[src/iot_pkg.sv]
`timescale 1ns / 1ps
`default_nettype none

package iot_pkg;

    localparam int FIELD_W = 32;
    localparam logic [6:0] PEAK_MAX = 7'd127;

    typedef struct packed {
        logic [FIELD_W-1:0] left_pos;
        logic [FIELD_W-1:0] right_pos;
        logic               last_interval;
        logic               set_empty;
    } in_item_t;

    typedef struct packed {
        logic       overlap_found;
        logic [6:0] peak_cover;
    } out_item_t;

    typedef struct packed {
        logic shift;
        logic rotate;
        logic clear;
        logic peak_en;
    } cell_ctl_t;

endpackage

`default_nettype wire

[src/iot_cell.sv]
`timescale 1ns / 1ps
`default_nettype none

module iot_cell #(
    parameter int COORD_WIDTH = 32,
    parameter int CNT_W       = 7
) (
    input  wire logic                   clk,
    input  wire logic                   rst_n,
    input  wire iot_pkg::cell_ctl_t     ctl,
    input  wire logic [COORD_WIDTH-1:0] prev_left,
    input  wire logic [COORD_WIDTH-1:0] prev_right,
    input  wire logic                   prev_valid,
    input  wire logic [CNT_W-1:0]       prev_peak,
    output logic      [COORD_WIDTH-1:0] left_out,
    output logic      [COORD_WIDTH-1:0] right_out,
    output logic                        valid_out,
    output logic      [CNT_W-1:0]       peak_out
);

    // fixed copy of this cell's interval, probed at its left end
    logic [COORD_WIDTH-1:0] probe_left_reg, probe_left_next;
    logic                   probe_valid_reg, probe_valid_next;

    // interval passing along the ring
    logic [COORD_WIDTH-1:0] mv_left_reg, mv_left_next;
    logic [COORD_WIDTH-1:0] mv_right_reg, mv_right_next;
    logic                   mv_valid_reg, mv_valid_next;

    logic [CNT_W-1:0]       cnt_reg, cnt_next;
    logic [CNT_W-1:0]       peak_reg, peak_next;
    logic                   hit;
    logic [CNT_W-1:0]       own_cnt;

    assign hit = mv_valid_reg && probe_valid_reg
                 && (mv_left_reg <= probe_left_reg)
                 && (probe_left_reg <= mv_right_reg);

    assign own_cnt = probe_valid_reg ? cnt_reg : '0;

    always_comb
    begin
        probe_left_next  = probe_left_reg;
        probe_valid_next = probe_valid_reg;
        mv_left_next     = mv_left_reg;
        mv_right_next    = mv_right_reg;
        mv_valid_next    = mv_valid_reg;
        cnt_next         = cnt_reg;
        peak_next        = peak_reg;

        if (ctl.shift)
        begin
            probe_left_next  = prev_left;
            probe_valid_next = prev_valid;
        end
        if (ctl.shift || ctl.rotate)
        begin
            mv_left_next  = prev_left;
            mv_right_next = prev_right;
            mv_valid_next = prev_valid;
        end

        if (ctl.rotate && hit)
        begin
            cnt_next = cnt_reg + CNT_W'(1);
        end

        if (ctl.rotate)
        begin
            peak_next = '0;
        end
        else if (ctl.peak_en)
        begin
            peak_next = (own_cnt > prev_peak) ? own_cnt : prev_peak;
        end

        if (ctl.clear)
        begin
            probe_valid_next = 1'b0;
            mv_valid_next    = 1'b0;
            cnt_next         = '0;
            peak_next        = '0;
        end
    end

    always_ff @(posedge clk or negedge rst_n)
    begin
        if (!rst_n)
        begin
            probe_valid_reg <= 1'b0;
            mv_valid_reg    <= 1'b0;
            cnt_reg         <= '0;
            peak_reg        <= '0;
        end
        else
        begin
            probe_valid_reg <= probe_valid_next;
            mv_valid_reg    <= mv_valid_next;
            cnt_reg         <= cnt_next;
            peak_reg        <= peak_next;
        end
    end

    always_ff @(posedge clk)
    begin
        probe_left_reg <= probe_left_next;
        mv_left_reg    <= mv_left_next;
        mv_right_reg   <= mv_right_next;
    end

    assign left_out  = mv_left_reg;
    assign right_out = mv_right_reg;
    assign valid_out = mv_valid_reg;
    assign peak_out  = peak_reg;

endmodule

`default_nettype wire

[config.mk]
export PLATFORM = sky130hd
export DESIGN_NAME = iot_cell
export DESIGN_NICKNAME = d
export VERILOG_FILES = /design/src/iot_pkg.sv /design/src/iot_cell.sv
export SDC_FILE = /design/constraint.sdc
export NUM_CORES = 1
export LEC_CHECK = 0
export ABC_CLOCK_PERIOD_IN_PS = 3100
export CAP_MARGIN = 15
export CORE_MARGIN = 2
export CORE_UTILIZATION = 30
export CTS_BUF_LIST = sky130_fd_sc_hd__clkbuf_4 sky130_fd_sc_hd__clkbuf_8
export DETAILED_ROUTE_END_ITERATION = 16
export DONT_BUFFER_PORTS = 1
export PLACE_DENSITY = 0.47
export SKIP_CTS_REPAIR_TIMING = 1
export SLEW_MARGIN = 30
export SYNTH_ARGS = -nofsm -noshare
export SYNTH_HDL_FRONTEND = slang
export SYNTH_SLANG_ARGS = --single-unit
[constraint.sdc]
create_clock -name clk -period 3.1 [get_ports clk]
set_clock_uncertainty 0.1 [all_clocks]
set_input_delay 0.62 -clock clk [delete_from_list [all_inputs] [get_ports clk]]
set_output_delay 0.62 -clock clk [all_outputs]
set_load 0.005 [all_outputs]
==> run_results.csv, run 1 <==
group,metric,value,unit
status,status,"finished clean",
placed_design,io_buffers,0,
yosys,synth-main-ff-cell,"edfxtp_1",
pwr,finalPower,3.21,mW
setup_path,r2r_start,"left_out[14]",
sta,report.final.slew_viol_count,0,
cts,cts_buffer_depth,2,
sta,final.min_clock_period,2.98,ns
die,placementRows,49,
die,die_h,141,um
yosys,seq_area_frac_synth,58.7,%
yosys,ys_types,50,
yosys,synth_area,0.00559,mm2
die,pin_count,150,
pwr,p_leak,2.91,nW
setup_path,critPathLaunchType,"register",
drt,detail_route.wl_per_cell,17.2,um
cts,numCtsBuffers,9,
drt,via_per_inst,4.74,
sta,finalWorstSetupSlack,0.119,ns
grt,grt_pass1_wl,19700,um
cts,tritoncts,"built",
sta,rsz0062_at_grt,"no",
yosys,ys_warn_count,0,
sta,max_freq,335,MHz
grt,grt_max_degree,37,
layout,syn2layout_area_growth,19.5,%
cts,htreeDepth,3,
placed_design,place_area,0.00624,mm2
die,die_w,141,um
die,placeableCoreArea,0.0181,mm2
pwr,p_per_area,480,mW/mm2
drt,drt-total-wl,12800,um
yosys,syn_nets,590,
yosys,synth_edf_count,96,
layout,antenna_cells,0,
die,die-area,0.0198,mm2
setup_path,critical_path_class,"register to register",
drt,vias,3525,
drt,drt_iter0_drc,140,
setup_path,endpoint,"cnt_reg[5]",
layout,finalNetCount,659,
yosys,syn_inst,440,
yosys,async_flop_share,14.3,%
drt,drc,0,
sta,hold_slack,0.182,ns
drt,antenna_left,0,
grt,grt_antenna_before_repair,0,
setup_path,crit_fanout,3,
cts,clk-insertion-delay-late,0.39,ns
setup_path,startpoint,"left_out[14]",
grt,overflow,0,
placed_design,dp_slack,-0.125,ns
setup_path,r2r_cells,9,
grt,grt_use_total,13.0,%
drt,firstDrtPassIters,4,
layout,drive_above_1_share,21.4,%
setup_path,reg2reg_to,"cnt_reg[5]",
sta,timing.slew.headroom,48.8,%
setup_path,crit_required,3.28,ns
die,start_util,30.8,%
hold_path,worstHoldPathType,"input pin to register",
yosys,ys_seq_elements,112,
setup_path,cp_data_arrival_time,3.16,ns
flow_run,drv_cap,0,
placed_design,place.gp.congestion,0.759,
layout,fin_util,36.9,%
sta,setup_viol,0,
sta,hold_viol_final,0,
layout,postLayoutCellArea,0.00669,mm2
sta,worstMarginPinSlew,0.763,ns
sta,fin_crit_sh,96.1,%
setup_path,rrSetupSlack,0.12,ns
pwr,peakVddDrop,0.266,mV
grt,grt_pass1_vias,3715,
setup_path,endpoint_kind,"register",
yosys,avgSynthCellArea,12.7,um2
cts,cts.reportedPaths.clkPinSlew,0.11,ns
placed_design,place_hpwl,9830,um
cts,clkSinkCount,112,
cts,clockRootBuffer,"clkbuf_8",
cells in the mapped netlist, types with 2 or more instances:
master,number,share of area (%)
o211ai_1,2,0.27
o22ai_1,2,0.22
inv_1,75,5.0
and2_1,7,0.78
nor4_1,2,0.22
a221oi_1,2,0.31
nand4_2,2,0.45
a21oi_1,33,3.0
nand4_1,14,1.6
nand3_1,7,0.63
ha_1,72,16
and4_1,2,0.31
nand2_1,26,1.7
dfrtp_1,16,7.2
or3_1,3,0.34
nor2_1,12,0.81
a31oi_1,2,0.22
o21ai_0,19,1.7
nor2b_1,4,0.45
o21a_1,2,0.27
nand2b_1,2,0.22
nor3_1,4,0.36
mux2i_1,8,1.4
edfxtp_1,96,52
cell families (layout without fill, tap and decap cells):
family / after synthesis / after routing / share of synthesized area (%)
AND/OR/NAND/NOR: 94 / 94 / 9.89
buffers and inverters: 77 / 151 / 5.30
XOR/XNOR: 1 / 1 / 0.157
adder cells (fa/ha/maj): 72 / 72 / 16.1
multiplexers: 10 / 10 / 1.90
AO/OA/AOI/OAI: 74 / 74 / 7.96
flip-flops: 112 / 112 / 58.7
critical path: stages, from the launching register on:
cell and delay, ns:
edfxtp_1 0.44, ha_1 0.34, nand4_1 0.21, buf_4 0.16, nor2_1 0.03, o2bb2ai_1 0.13, o31a_1 0.27, or4_4 0.55
or3_4 0.34, mux2_4 0.29
how the worst min path moves through the flow:
stage                 from    endpoint  slack, ns  cells past startpoint
detailed placement   rst_n  cnt_reg[1]       0.23                      0
CTS                  rst_n  cnt_reg[1]      -0.22                      0
floorplan            rst_n  cnt_reg[0]       0.22                      0
finish              ctl[1]  cnt_reg[3]       0.18                      1
global route        ctl[1]  cnt_reg[3]       0.15                      1
global placement     rst_n  cnt_reg[3]       0.23                      0
layout by cell type (no fill, tap or decap), types with 2 or more instances in the layout:
| master | count |
|---|---|
| o21ai_0 | 19 |
| nand4_2 | 2 |
| inv_1 | 73 |
| nor4_4 | 2 |
| edfxtp_1 | 96 |
| nand4_1 | 14 |
| o211ai_1 | 2 |
| dfrtp_1 | 16 |
| nor3_1 | 2 |
| mux2i_1 | 8 |
| and4_1 | 2 |
| and2_1 | 7 |
| clkbuf_8 | 9 |
| nand2_1 | 26 |
| inv_6 | 2 |
| o21a_1 | 2 |
| ha_4 | 11 |
| nand2b_1 | 2 |
| a221oi_2 | 2 |
| nor2b_1 | 4 |
| a31oi_1 | 2 |
| inv_8 | 2 |
| inv_2 | 2 |
| nor2_1 | 12 |
| buf_4 | 58 |
| o22ai_1 | 2 |
| a21oi_1 | 32 |
| nor3_2 | 2 |
| nand3_1 | 7 |
| ha_1 | 61 |
| or3_1 | 3 |
layer usage:
| metal | GRT usage, % | share of wire, % |
|---|---|---|
| met1 | 15.0 | 42 |
| met2 | 21.3 | 47 |
| met3 | 7.04 | 9.6 |
| met4 | 3.11 | 1.5 |
| met5 | 0 | 0 |
layout make-up:
cell class                 count  area, um2
fill                        1780      11500
sequential                   112       3280
multi-input combinational    251       2200
timing repair buffer          60        457
tap                          229        287
inverter                      75        282
clock buffer                   9        124
clock inverter                 7       60.1
stage by stage:
stage,std cells,setup TNS [ns]
detailed placement,716,-0.281
floorplan,440,0
CTS,732,-0.422
global route,743,0
global placement,716,-0.104
finish,743,0
power by group:
group | internal [mW] | switching (mW) | total [mW]
logic | 0.245 | 0.256 | 0.502
clock network | 0.309 | 0.542 | 0.851
registers | 1.77 | 0.0867 | 1.86
No activity file was read; power rests on OpenSTA's default activity.
==> run 2, diff against run 1 <==
==> constraint.sdc (replaced) <==
create_clock -name clk -period 3.1 [get_ports clk]
set_clock_uncertainty 0.1 [all_clocks]
set_input_delay 0.31 -clock clk [delete_from_list [all_inputs] [get_ports clk]]
set_output_delay 0.31 -clock clk [all_outputs]
set_load 0.005 [all_outputs]
==> run 2 against run 1 <==
  * The flow now finishes with violations (negative hold slack)
  * Register-to-register slack got worse by 0.06 ns
  * Via count grew 5.5%
  * Hold slack got worse by 0.19 ns
  * Sequential power hardly changed
  * Core utilization up 3.6 points
  * Non-clock buffer count is 65 higher
  * Count of clock-buffer cells in the layout rose by 1
  * First-iteration DRC count decreased by 3.6%
  * Final cell count increased by 8.9%
  * Worst setup slack lost 0.061 ns
  * Routed wire length up 2.1%
  * Power grew 3.9%
  * Critical endpoint unchanged
==> run_results.csv, run 2 (synthesis gave the netlist of run 1 again) <==
group,metric,value,unit
grt,grt_pass1_wl,19600,um
grt,grt.met2_usage,20.2,%
drt,vias,3719,
sta,rsz0062_at_grt,"yes",
drt,drt_iter0_drc,135,
grt,met3_usage,5.81,%
pwr,peakVddDrop,0.290,mV
setup_path,endpoint_kind,"register",
setup_path,critical_path_class,"register to register",
placed_design,place.gp.congestion,0.757,
die,die_w,141,um
sta,hold_slack,-0.0115,ns
die,die_h,141,um
pwr,power_frac_seq,55.6,%
pwr,p_leak,3.19,nW
drt,antenna_left,0,
setup_path,cp_data_arrival_time,3.22,ns
die,placementRows,49,
pwr,p_per_area,455,mW/mm2
die,placeableCoreArea,0.0181,mm2
sta,fin_crit_sh,98.1,%
sta,final.min_clock_period,3.04,ns
sta,worstMarginPinSlew,0.762,ns
layout,drive_above_1_share,17.4,%
status,violations,"negative hold slack",
grt,grt_busiest_layer,"met2",
die,pin_count,150,
sta,finalWorstSetupSlack,0.0586,ns
drt,drt-total-wl,13000,um
die,die-area,0.0198,mm2
hold_path,worstHoldPathType,"input pin to register",
cts,tritoncts,"built",
setup_path,crit_required,3.27,ns
placed_design,io_buffers,0,
placed_design,dp_slack,-0.121,ns
cts,clkSinkCount,112,
drt,via_per_inst,4.60,
pwr,p_sw,0.882,mW
layout,final_common_cell,"edfxtp_1",
grt,globalRouteMet1Util,16.4,%
cts,cts_buffer_depth,2,
placed_design,dp.cells,713,
cts,cts.reportedPaths.clkPinSlew,0.10,ns
setup_path,critPathLaunchType,"register",
status,status,"finished, violations left",
cts,htreeDepth,3,
placed_design,place_hpwl,9660,um
drt,firstDrtPassIters,5,
drt,detail_route.wl_per_cell,16.1,um
flow_run,drv_cap,0,
sta,report.final.slew_viol_count,0,
cts,clockRootBuffer,"clkbuf_8",
pwr,finalPower,3.34,mW
setup_path,crit_fanout,3,
sta,max_freq,329,MHz
cts,numCtsBuffers,9,
grt,grt_use_total,13.0,%
grt,overflow,0,
layout,final_cell_mix,"96 x edfxtp_1, 74 x inv_1, 68 x dlygate4sd3_1",
sta,setup_tns,0,ns
pwr,power_frac_comb,17.3,%
die,start_util,30.8,%
grt,grt_pass1_vias,3586,
layout,final_cells,809,
pwr,internal_power,2.45,mW
drt,drc,0,
pwr,switching_share,26.4,%
layout,finalNetCount,724,
grt,grt_max_degree,66,
layout,syn2layout_area_growth,31.2,%
sta,setup_viol,0,
sta,hold_viol_final,1,
grt,grt_antenna_before_repair,1,
sta,timing.slew.headroom,49.1,%
cts,clk-insertion-delay-late,0.39,ns
pwr,pwr-share-clk,27.1,%
run 2: changes by cell type in the layout (fill, tap and decap cells not counted), moves of 2 or more:
cell	change
ha_1	+4
ha_4	-4
dlygate4sd3_1	+67
buf_4	-3
inv_8	-2
run 2: final cells by class:
class | count | area, um2
tap | 229 | 287
clock buffer | 10 | 131
sequential | 112 | 3280
fill | 1732 | 10800
inverter | 75 | 282
clock inverter | 6 | 67.6
multi-input combinational | 251 | 2140
timing repair buffer | 125 | 1140
antenna | 1 | 2.50
run 2: path summary, 6_finish.rpt:
check | end | cells after the start | slack, ns | from
setup / recovery | cnt_reg[5] | 10 | 0.06 | probe_left_reg[13]
hold / removal | valid_out | 2 | -0.01 | prev_valid
setup reg to reg | cnt_reg[5] | 10 | 0.06 | probe_left_reg[13]
hold reg to reg | peak_out[1] | 2 | 0.42 | peak_out[1]
max in group asynchronous | cnt_reg[1] | 1 | 2.09 | rst_n
min in group asynchronous | peak_out[1] | 1 | 0.33 | rst_n
run 2: critical path, cell delays in order (launching register included):
cell and delay, ns:
edfxtp_1 0.46, inv_2 0.11, ha_4 0.20, nand4_1 0.17
buf_4 0.16, nor3_2 0.04, a21boi_2 0.16, o31a_1 0.32
or4_4 0.54, or3_4 0.38, mux2_4 0.29
run 2: through the flow:
step                      cell area [um2]  util (%)
final                                7340      40.4
after global routing                 7340      40.4
after CTS                            6410      35.3
after detailed placement             6210      34.2
after global placement               6210      34.2
after floorplan                      5590         -
run 2: metal layers:
layer  routed length [um]  part of all wire [%]
met4                  180                   1.4
met2                 6080                    47
met1                 5870                    45
met3                  917                   7.0
met5                    0                     0
run 2: power groups by stage:
stage	Sequential (mW)	Combinational (mW)	Clock, mW
2_1_floorplan	1.87	0.275	0
3_3_place_gp	1.89	0.435	0
3_5_place_dp	1.89	0.441	0
6_report	1.85	0.576	0.906
4_1_cts	1.86	0.445	0.962
5_1_grt	1.87	0.660	1.01
